[src/sv/jac_pkg.sv]
// shared types and constants for the 7-point jacobi sweep block
// no dependencies; imported by every module of the block but jac_ram
package jac_pkg;

	localparam int MAX_X      = 64;
	localparam int MAX_Y      = 64;
	localparam int MAX_Z      = 64;
	localparam int VALUE_BITS = 32;
	localparam int SIZE_W     = 7;
	localparam int COORD_W    = 6;
	localparam int PLANE_W    = $clog2(MAX_X * MAX_Y + 1);
	localparam int WIN_DEPTH  = 2 * MAX_X * MAX_Y + 1;
	localparam int WIN_AW     = $clog2(WIN_DEPTH);
	localparam int CELL_W     = 2 * VALUE_BITS + 1;
	localparam int CFG_IDX_W  = 3;

	typedef enum logic [CFG_IDX_W-1:0] {
		REG_SIZE_X   = 3'd0,
		REG_SIZE_Y   = 3'd1,
		REG_SIZE_Z   = 3'd2,
		REG_ALPHA    = 3'd3,
		REG_INV_BETA = 3'd4
	} cfg_reg_t;

	typedef struct packed {
		logic signed [VALUE_BITS-1:0] field_value;
		logic signed [VALUE_BITS-1:0] rhs_value;
		logic                         solid;
		logic                         is_padding;
	} in_beat_t;

	typedef struct packed {
		logic signed [VALUE_BITS-1:0] new_value;
		logic                         last_cell;
	} out_beat_t;

	// controller to datapath
	typedef struct packed {
		logic              wr;
		logic [WIN_AW-1:0] waddr;
		logic              wzero;
		logic              rd;
		logic [WIN_AW-1:0] raddr;
		logic              cap_center;
		logic              add_nb;
		logic              step_mul1;
		logic              step_sum;
		logic              step_abs;
		logic              step_mul2;
		logic              load_out;
		logic              boundary;
		logic              last;
	} jac_cmd_t;

	// datapath to controller
	typedef struct packed {
		logic out_free;
	} jac_sts_t;

	function automatic logic [SIZE_W-1:0] clamp_size(input logic [SIZE_W-1:0] v,
			input logic [SIZE_W-1:0] mx);
		logic [SIZE_W-1:0] r;
		begin
			if (v < SIZE_W'(3)) r = SIZE_W'(3);
			else if (v > mx) r = mx;
			else r = v;
			return r;
		end
	endfunction

endpackage

[src/sv/jac_ctrl.sv]
// sequencer for the jacobi sweep: stream position, centre coordinates,
// window addressing and per-cell step sequence; uses jac_pkg
module jac_ctrl (
	input  logic                       clk,
	input  logic                       arst_n,
	input  logic                       in_valid,
	output logic                       in_ready,
	input  logic                       in_padding,
	input  logic                       restart,
	input  logic [jac_pkg::SIZE_W-1:0] sx,
	input  logic [jac_pkg::SIZE_W-1:0] sy,
	input  logic [jac_pkg::SIZE_W-1:0] sz,
	input  jac_pkg::jac_sts_t          sts,
	output jac_pkg::jac_cmd_t          cmd
);
	import jac_pkg::*;

	typedef enum logic [2:0] {
		ST_IDLE, ST_READ, ST_MUL1, ST_SUM, ST_ABS, ST_MUL2, ST_OUT
	} state_t;

	state_t               state_q;
	logic [2:0]           rd_idx_q;
	logic [WIN_AW-1:0]    p_mod_q;
	logic [WIN_AW-1:0]    c_mod_q;
	logic [PLANE_W-1:0]   pre_cnt_q;
	logic                 primed_q;
	logic [COORD_W-1:0]   cx_q, cy_q, cz_q;

	logic [PLANE_W-1:0]   plane;
	logic                 accept;
	logic                 boundary, last, past_grid;
	logic [PLANE_W-1:0]   off;
	logic                 off_neg;
	logic [WIN_AW:0]      a_sum, a_dif;
	logic [WIN_AW-1:0]    nb_addr, p_next, c_next;

	assign plane  = PLANE_W'(sx) * PLANE_W'(sy);
	assign accept = in_valid && in_ready;

	assign boundary = (cx_q == '0) || ({1'b0, cx_q} == sx - 1'b1) ||
	                  (cy_q == '0) || ({1'b0, cy_q} == sy - 1'b1) ||
	                  (cz_q == '0) || ({1'b0, cz_q} == sz - 1'b1);
	assign last      = ({1'b0, cx_q} == sx - 1'b1) && ({1'b0, cy_q} == sy - 1'b1) &&
	                   ({1'b0, cz_q} == sz - 1'b1);
	// leading cell lies beyond the grid once the centre is in the last plane
	assign past_grid = primed_q && ({1'b0, cz_q} == sz - 1'b1);

	// neighbour order: centre, x-1, x+1, y-1, y+1, z-1, z+1
	always_comb begin
		off     = '0;
		off_neg = 1'b0;
		case (rd_idx_q)
			3'd1: begin off = PLANE_W'(1); off_neg = 1'b1; end
			3'd2: off = PLANE_W'(1);
			3'd3: begin off = PLANE_W'(sx); off_neg = 1'b1; end
			3'd4: off = PLANE_W'(sx);
			3'd5: begin off = plane; off_neg = 1'b1; end
			3'd6: off = plane;
			default: off = '0;
		endcase
	end

	always_comb begin
		a_sum = {1'b0, c_mod_q} + (WIN_AW+1)'(off);
		a_dif = {1'b0, c_mod_q} - (WIN_AW+1)'(off);
		if (off_neg) begin
			if (c_mod_q < WIN_AW'(off)) nb_addr = WIN_AW'(a_dif + (WIN_AW+1)'(WIN_DEPTH));
			else nb_addr = a_dif[WIN_AW-1:0];
		end else begin
			if (a_sum >= (WIN_AW+1)'(WIN_DEPTH)) nb_addr = WIN_AW'(a_sum - (WIN_AW+1)'(WIN_DEPTH));
			else nb_addr = a_sum[WIN_AW-1:0];
		end
	end

	assign p_next = (p_mod_q == WIN_AW'(WIN_DEPTH - 1)) ? '0 : p_mod_q + 1'b1;
	assign c_next = (c_mod_q == WIN_AW'(WIN_DEPTH - 1)) ? '0 : c_mod_q + 1'b1;

	assign in_ready = (state_q == ST_IDLE);

	always_comb begin
		cmd            = '0;
		cmd.wr         = accept;
		cmd.waddr      = p_mod_q;
		cmd.wzero      = in_padding || past_grid;
		cmd.rd         = (state_q == ST_READ) && (rd_idx_q != 3'd7);
		cmd.raddr      = nb_addr;
		cmd.cap_center = (state_q == ST_READ) && (rd_idx_q == 3'd1);
		cmd.add_nb     = (state_q == ST_READ) && (rd_idx_q >= 3'd2);
		cmd.step_mul1  = (state_q == ST_MUL1);
		cmd.step_sum   = (state_q == ST_SUM);
		cmd.step_abs   = (state_q == ST_ABS);
		cmd.step_mul2  = (state_q == ST_MUL2);
		cmd.load_out   = (state_q == ST_OUT) && sts.out_free;
		cmd.boundary   = boundary;
		cmd.last       = last;
	end

	always_ff @(posedge clk or negedge arst_n) begin
		if (!arst_n) begin
			state_q   <= ST_IDLE;
			rd_idx_q  <= '0;
			p_mod_q   <= '0;
			c_mod_q   <= '0;
			pre_cnt_q <= '0;
			primed_q  <= 1'b0;
			cx_q      <= '0;
			cy_q      <= '0;
			cz_q      <= '0;
		end else if (restart) begin
			state_q   <= ST_IDLE;
			rd_idx_q  <= '0;
			p_mod_q   <= '0;
			c_mod_q   <= '0;
			pre_cnt_q <= '0;
			primed_q  <= 1'b0;
			cx_q      <= '0;
			cy_q      <= '0;
			cz_q      <= '0;
		end else begin
			unique case (state_q)
				ST_IDLE: begin
					if (accept) begin
						if (primed_q) begin
							state_q  <= ST_READ;
							rd_idx_q <= '0;
						end else begin
							p_mod_q   <= p_next;
							pre_cnt_q <= pre_cnt_q + 1'b1;
							if (pre_cnt_q == plane - 1'b1) primed_q <= 1'b1;
						end
					end
				end
				ST_READ: begin
					rd_idx_q <= rd_idx_q + 1'b1;
					if (rd_idx_q == 3'd7) state_q <= ST_MUL1;
				end
				ST_MUL1: state_q <= ST_SUM;
				ST_SUM:  state_q <= ST_ABS;
				ST_ABS:  state_q <= ST_MUL2;
				ST_MUL2: state_q <= ST_OUT;
				ST_OUT: begin
					if (sts.out_free) begin
						state_q <= ST_IDLE;
						if (last) begin
							p_mod_q   <= '0;
							c_mod_q   <= '0;
							pre_cnt_q <= '0;
							primed_q  <= 1'b0;
							cx_q      <= '0;
							cy_q      <= '0;
							cz_q      <= '0;
						end else begin
							p_mod_q <= p_next;
							c_mod_q <= c_next;
							if ({1'b0, cx_q} == sx - 1'b1) begin
								cx_q <= '0;
								if ({1'b0, cy_q} == sy - 1'b1) begin
									cy_q <= '0;
									cz_q <= cz_q + 1'b1;
								end else begin
									cy_q <= cy_q + 1'b1;
								end
							end else begin
								cx_q <= cx_q + 1'b1;
							end
						end
					end
				end
				default: state_q <= ST_IDLE;
			endcase
		end
	end

	a_raddr_range: assert property (@(posedge clk) disable iff (!arst_n)
		cmd.rd |-> (cmd.raddr < WIN_AW'(WIN_DEPTH)))
		else $error("window read address beyond store");
	a_load_free: assert property (@(posedge clk) disable iff (!arst_n)
		cmd.load_out |-> sts.out_free)
		else $error("result loaded over a waiting beat");
	a_load_idle: assert property (@(posedge clk) disable iff (!arst_n)
		(cmd.load_out && !restart) |=> in_ready)
		else $error("controller not back to idle after result");
	a_prefill: assert property (@(posedge clk) disable iff (!arst_n)
		(!primed_q && state_q != ST_IDLE) |-> restart)
		else $error("cell work started before first plane filled");

endmodule

[config.mk]
export PLATFORM = sky130hd
export DESIGN_NAME = jac_ctrl
export DESIGN_NICKNAME = d
export VERILOG_FILES = /design/src/sv/jac_pkg.sv /design/src/sv/jac_ctrl.sv
export SDC_FILE = /design/constraint.sdc
export NUM_CORES = 1
export LEC_CHECK = 0
export BUFFER_PORTS_ARGS = -buffer_cell sky130_fd_sc_hd__buf_2
export CAP_MARGIN = 5
export CORE_MARGIN = 2
export CORE_UTILIZATION = 45
export CTS_CLUSTER_SIZE = 40
export DETAILED_ROUTE_END_ITERATION = 12
export PLACE_DENSITY_LB_ADDON = 0.05
export SLEW_MARGIN = 40
export SYNTH_ARGS = -nofsm -noshare
export SYNTH_HDL_FRONTEND = slang
export SYNTH_SLANG_ARGS = --single-unit
[constraint.sdc]
create_clock -name clk -period 13.5 [get_ports clk]
set_clock_uncertainty 0.2 [all_clocks]
set_input_delay 2.025 -clock clk [delete_from_list [all_inputs] [get_ports clk]]
set_output_delay 2.025 -clock clk [all_outputs]
set_load 0.005 [all_outputs]
==> Word level (Yosys, flattened, before mapping) <==
Index checks and enable logic that the tools add are counted.
Widths: inputs -> output; s select.
{ "totals": {"ff_bits": 66, "latch_bits": 0, "ram_bits": 0, "romBits": 0, "word_cells": 147, "n_memories": 0} }
{ "op_classes": {"addsub": 15, "mul": 1, "n_div": 0, "order_cmp": 3, "n_eq_ne": 26, "shift": 0, "muxes": 57, "bitwise_logic": 0, "n_reduce_logical": 36} }
{ "ops": {"columns": ["operator", "count"], "rows": [
  ["$mux 14", 14],
  ["$mux 6", 17],
  ["$mux 13", 5],
  ["$pmux 13 s3", 1],
  ["$add 14x1->14 const B", 2],
  ["$eq 14x14->1 const B", 2],
  ["$pmux 14 s2", 1],
  ["$pmux 13 s2", 1],
  ["$mux 3", 8],
  ["$eq 3x3->1 const B", 7],
  ["$eq 6x7->1", 3],
  ["$pmux 3 s7", 1],
  ["$sub 7x1->7 const B", 3],
  ["$add 6x1->6 const B", 3],
  ["$logic_not 6->1", 3],
  ["$reduce_and 4->1", 4],
  ["$add 14x13->15", 1],
  ["$ge 15x14->1 const B", 1],
  ["$add 14x14->14 const B", 1],
  ["$lt 14x13->1", 1],
  ["$sub 14x13->14", 1],
  ["$sub 14x14->14 const B", 1],
  ["$add 13x1->13 const B", 1],
  ["$eq 13x13->1", 1],
  ["22 further kinds", 55]
]} }

==> Logic depth before layout (Yosys ltp) <==
{ "logic_depth": {"ltp_word": 8, "mapped_depth": 29, "ltp_nobuf": 26} }

==> Worst setup path before layout <==
No wires, ideal clock.
{ "synth_timing": {"kind": "in2out", "startpoint": "input port sx[0] (netlist bit)", "endpoint": "output port cmd[11] (netlist bit)", "t_arrival_ps": 8660, "required_time_ps": 11275, "setup_slack_ps": 2615, "cell_stages": 25, "n_path_buf": 1, "path_cell_list": "clkbuf_1 -> nand2_1 -> fa_1 -> fa_1 -> inv_1 -> fa_1 -> inv_1 -> fa_1 -> inv_1 -> ha_1 -> o21ai_0 -> nor2_1 -> o31a_1 -> o22ai_1 -> xnor2_1 -> nand2_1 -> ha_1 -> or3_1 -> or3_1 -> o221a_2 -> xnor2_1 -> a2111oi_2 -> a221o_4 -> nor4_1 -> or4_1"} }
{ "synth_lines": {"columns": ["item", "line", "source"], "rows": [
  ["start: declaration", "jac_ctrl.sv:10", "input logic [jac_pkg::SIZE_W-1:0] sx,"],
  ["end: declaration", "jac_ctrl.sv:14", "output jac_pkg::jac_cmd_t cmd"]
]} }

==> impl_summary.md <==
Yosys
The synthesized area per cell is 7.819 um^2. After synthesis, the share of flip-flops with an asynchronous set or reset is 1.000. Of the post-synthesis cell area, the dominant cell type holds 0.1910. The total of warnings raised by yosys is 0. Of the total synthesized cell area, the portion taken by XOR and XNOR cells is 0.1063. The most common flop cell mapped by yosys is dfrtp_1. The adder and majority gate portion of the synthesized area is 0.1722. The synthesized cell area is 0.008648 mm^2. The register area share after synthesis is 0.1910.

Counting distinct cell types in the post-synthesis netlist gives 81. The number of flip-flops and latches in the synthesized netlist is 66. Of the total synthesized cell area, the portion taken by AND, OR, NAND and NOR gates is 0.2688.

The synthesized design spends more area on one cell type than any other, namely dfrtp_1. The post-synthesis compound-gate area fraction is 0.1887. The mux cell area share after synthesis is 0.01201. The count of flip-flops with a built-in enable after synthesis is 0.

By area, the combinational part of the netlist is dominated by simple AND/OR/NAND/NOR gates. Sorting the synthesized cells by area gives the leading types as dfrtp_1 19%, ha_1 11%, xnor2_1 7.3%. The instance count of the mapped netlist is 1106. Synthesis produced a netlist with a net count of 1237.

GRT
The wire length of the first global-routing pass is 38330 um. The number of global-route vias before repair is 7419. The number of antenna violations at the first check in global routing is 0. The total overflow left after global routing is 0.

Entering global routing, the biggest net connects 67 pins. The overall global routing resource usage is 0.2335.

Pwr
Cell internal power was estimated by the tool at 0.4845 mW. The total power is 0.7426 mW. The clock share of power is 0.340. Summed over all nets, the switching power comes to 0.2580 mW. The worst-case vdd ir drop is 53.65 uV. Of the total power, the share spent switching nets is 0.3475. The share of total power dissipated in combinational logic is 0.373. For this design the ratio of total power to cell area is 78.65 mW/mm^2.

Of the total power, registers draw 0.287. In this run the static leakage power is 4.414 nW.

Clock network
In this run the clock root is driven by a clkbuf_16. The clock-pin slew reported for the worst setup and hold paths after clock tree synthesis is 0.05 ns. The clock passes through at most 2 buffers. The clock tree from TritonCTS is yes. Gates resized during post-CTS repair numbered 0. The H-tree was split into 3 levels.

The number of hold buffers added after CTS was 0. The number of buffers created by CTS is 9. The clock net in this run drives a total of 66 sinks. The number of setup buffers added after CTS is 0. The insertion delay of the later-clocked pin in the worst-skew pair is 0.33 ns.

Floorplanning
The placeable core region is 0.01877 mm^2. The initial core utilization is 0.4608. The vertical die dimension is 142.6 um. The floorplan step defined a die boundary enclosing 0.02034 mm^2. The row count is 50.

The number of top-level design ports is 68. The die boundary width is 142.6 um.

Critical path
STA puts the critical path data required time at 11.27 ns. The worst setup path is launched from an input pin. Data on the critical path arrives at its endpoint at 9.25 ns. The worst setup path is captured at an output port.

The worst setup path is of the in2out kind. In this run the worst path has a maximum fanout of 13.

Route
For this block, the initial DRC count from the detailed router was 475. In the final routed layout, each cell accounts on average for 17.04 um. In the routed layout, each cell is associated on average with a via count of 5.766. In the routed design, unresolved DRC markers number 0.

The post-detailed-route count of antenna-violating nets is 0. For this block, the routed nets add up to 23460 um of wire. The first TritonRoute pass finished after 5 iterations. The routed layout has 7940 vias.

Timing
Summed over all failing endpoints, the final setup total negative slack is 0 ns. Derived from the worst setup path, the maximum achievable clock frequency is 87.14 MHz. The worst slew margin relative to its limit is 0.5034. The final critical-path share of the clock period is 0.8500.

The number of slew-limit violations in the final report is 0. The worst path needs 11.48 ns of the cycle, external delays included. Setup violations remaining at the end of the flow were counted as 0. The final hold violation count is 0.

For the pin with the worst max-slew slack, the measured transition is 0.7356 ns. Hold is met by 0.3536 ns. Setup repair after global routing left no endpoint under its margin.

Cells and area
The net count of the finished layout is 1270. The count of inserted antenna diode cells is 0. In the final layout, the share of cells above drive strength 1 is 0.1032. In the layout the commonest cells are 98 x nand2_1, 98 x nor2_1, 85 x o21ai_0, 79 x ha_1, 78 x inv_1. The fraction of the core area covered by cells at the end of the flow is 0.5031.

The area growth from synthesis to layout is 9.173%.

Run status
The flow ran to the end, and the final reports show no timing, DRC or antenna violations.

Placement
Summed over all nets, the half-perimeter wirelength after detailed placement is 18010 um. In this run the tool buffered the top-level ports with 67 buffer cells. The congestion estimate from routability-driven global placement came to 0.8506.

Hold path
The tightest min-delay check is of the reg2reg type.

Job
The tool flagged a number of max-cap violations equal to 0.
[power by group through the flow]
stage / combinational [mW] / sequential, mW / clock (mW)
final: 0.277 / 0.213 / 0.253
after global routing: 0.317 / 0.214 / 0.267
after CTS: 0.279 / 0.213 / 0.257
after detailed placement: 0.277 / 0.217 / 0
after global placement: 0.277 / 0.216 / 0
after floorplan: 0.221 / 0.213 / 0
[cell type report]
class | count | area (um^2)
Tap cell | 234 | 292.8
Sequential cell | 66 | 1652
Clock buffer | 9 | 225.2
Clock inverter | 6 | 92.59
Multi-Input combinational cell | 908 | 6484
Fill cell | 1885 | 9326
Timing Repair Buffer | 75 | 399.1
Inverter | 79 | 296.5
[cell usage after synthesis (4+ instances only)]
| library cell | count |
|---|---|
| nor2b_1 | 11 |
| o31a_1 | 5 |
| nand3_1 | 36 |
| or2_2 | 4 |
| fa_1 | 25 |
| clkbuf_1 | 38 |
| a21o_1 | 5 |
| a211oi_1 | 12 |
| or3_1 | 9 |
| and3b_1 | 4 |
| ha_1 | 79 |
| a31oi_1 | 7 |
| nor3b_1 | 11 |
| nand2b_1 | 21 |
| o311ai_0 | 6 |
| and2_1 | 40 |
| a22oi_1 | 7 |
| o211ai_1 | 5 |
| buf_2 | 8 |
| inv_1 | 78 |
| and4_1 | 4 |
| mux2i_1 | 7 |
| o21a_1 | 9 |
| a21oi_1 | 35 |
| or4_1 | 5 |
| buf_4 | 4 |
| xor2_1 | 33 |
| and3_1 | 31 |
| o21ai_0 | 85 |
| xnor2_1 | 72 |
| nor4_1 | 14 |
| nor2_1 | 100 |
| nor3_1 | 35 |
| nand2_1 | 98 |
| o22ai_1 | 6 |
| dfrtp_1 | 66 |
| nand4_1 | 13 |
| nor4b_1 | 7 |
| a221oi_1 | 5 |
[worst paths after layout]
path                                              from                endpoint  slack, ns  cells after the start
min in group asynchronous                       arst_n     cy_q[0]$_DFFE_PN0P_       1.58                      2
worst min register to register  p_mod_q[6]$_DFFE_PN0P_  p_mod_q[6]$_DFFE_PN0P_       0.35                      1
max in group asynchronous                       arst_n  c_mod_q[1]$_DFFE_PN0P_      11.07                      2
worst max-delay path                             sx[3]                 cmd[11]       2.02                     27
worst max register to register     cx_q[5]$_DFFE_PN0P_    primed_q$_DFFE_PN0P_      10.23                      9
worst min-delay path            p_mod_q[6]$_DFFE_PN0P_  p_mod_q[6]$_DFFE_PN0P_       0.35                      1
[metal layers]
metal,GRT usage,wire [um],part of all wire,vias up
met3,0.02649,936,0.040,20
li1,-,-,-,3964
met5,0,0,0,-
met4,0.05576,284,0.012,0
met1,0.3404,11800,0.50,3800
met2,0.3704,10440,0.45,156
[through the flow]
step | cells | setup slack [ns] | cell area [um^2]
2_1_floorplan | 1106 | 2.615 | 8648
3_3_place_gp | 1362 | 2.137 | 9105
3_5_place_dp | 1362 | 2.022 | 9114
4_1_cts | 1377 | 2.017 | 9432
5_1_grt | 1377 | 1.516 | 9442
6_report | 1377 | 2.025 | 9442
[cells by family (layout without fill, tap and decap cells)]
logic type      after synthesis  in the layout
flops                        66             66
buf+inv                     132            169
xor+xnor                    105            105
mux                          10             10
compound gates              238            238
fa+ha+maj                   104            104
simple gates                451            451
[sequential cells by signal (all words and copies together) (netlist names)]
register / flops
primed_q: 1
cx_q: 6
c_mod_q: 14
state_q: 3
rd_idx_q: 3
cy_q: 6
cz_q: 6
p_mod_q: 14
pre_cnt_q: 13
[critical path, cell delays in order]
cell	delay [ns]
buf_2	0.19
and2_1	0.19
fa_1	0.54
inv_1	0.05
fa_1	0.48
inv_1	0.06
fa_1	0.53
inv_1	0.05
fa_1	0.53
inv_1	0.04
ha_1	0.33
o21ai_0	0.09
nor2_1	0.08
o31a_1	0.27
o22ai_1	0.20
xnor2_1	0.24
nand2_1	0.13
ha_1	0.38
or3_1	0.43
or3_1	0.38
o221a_2	0.27
xnor2_1	0.19
a2111oi_2	0.60
a221o_4	0.32
nor4_1	0.05
or4_1	0.47
buf_2	0.14
(Power assumes the default switching activity.)
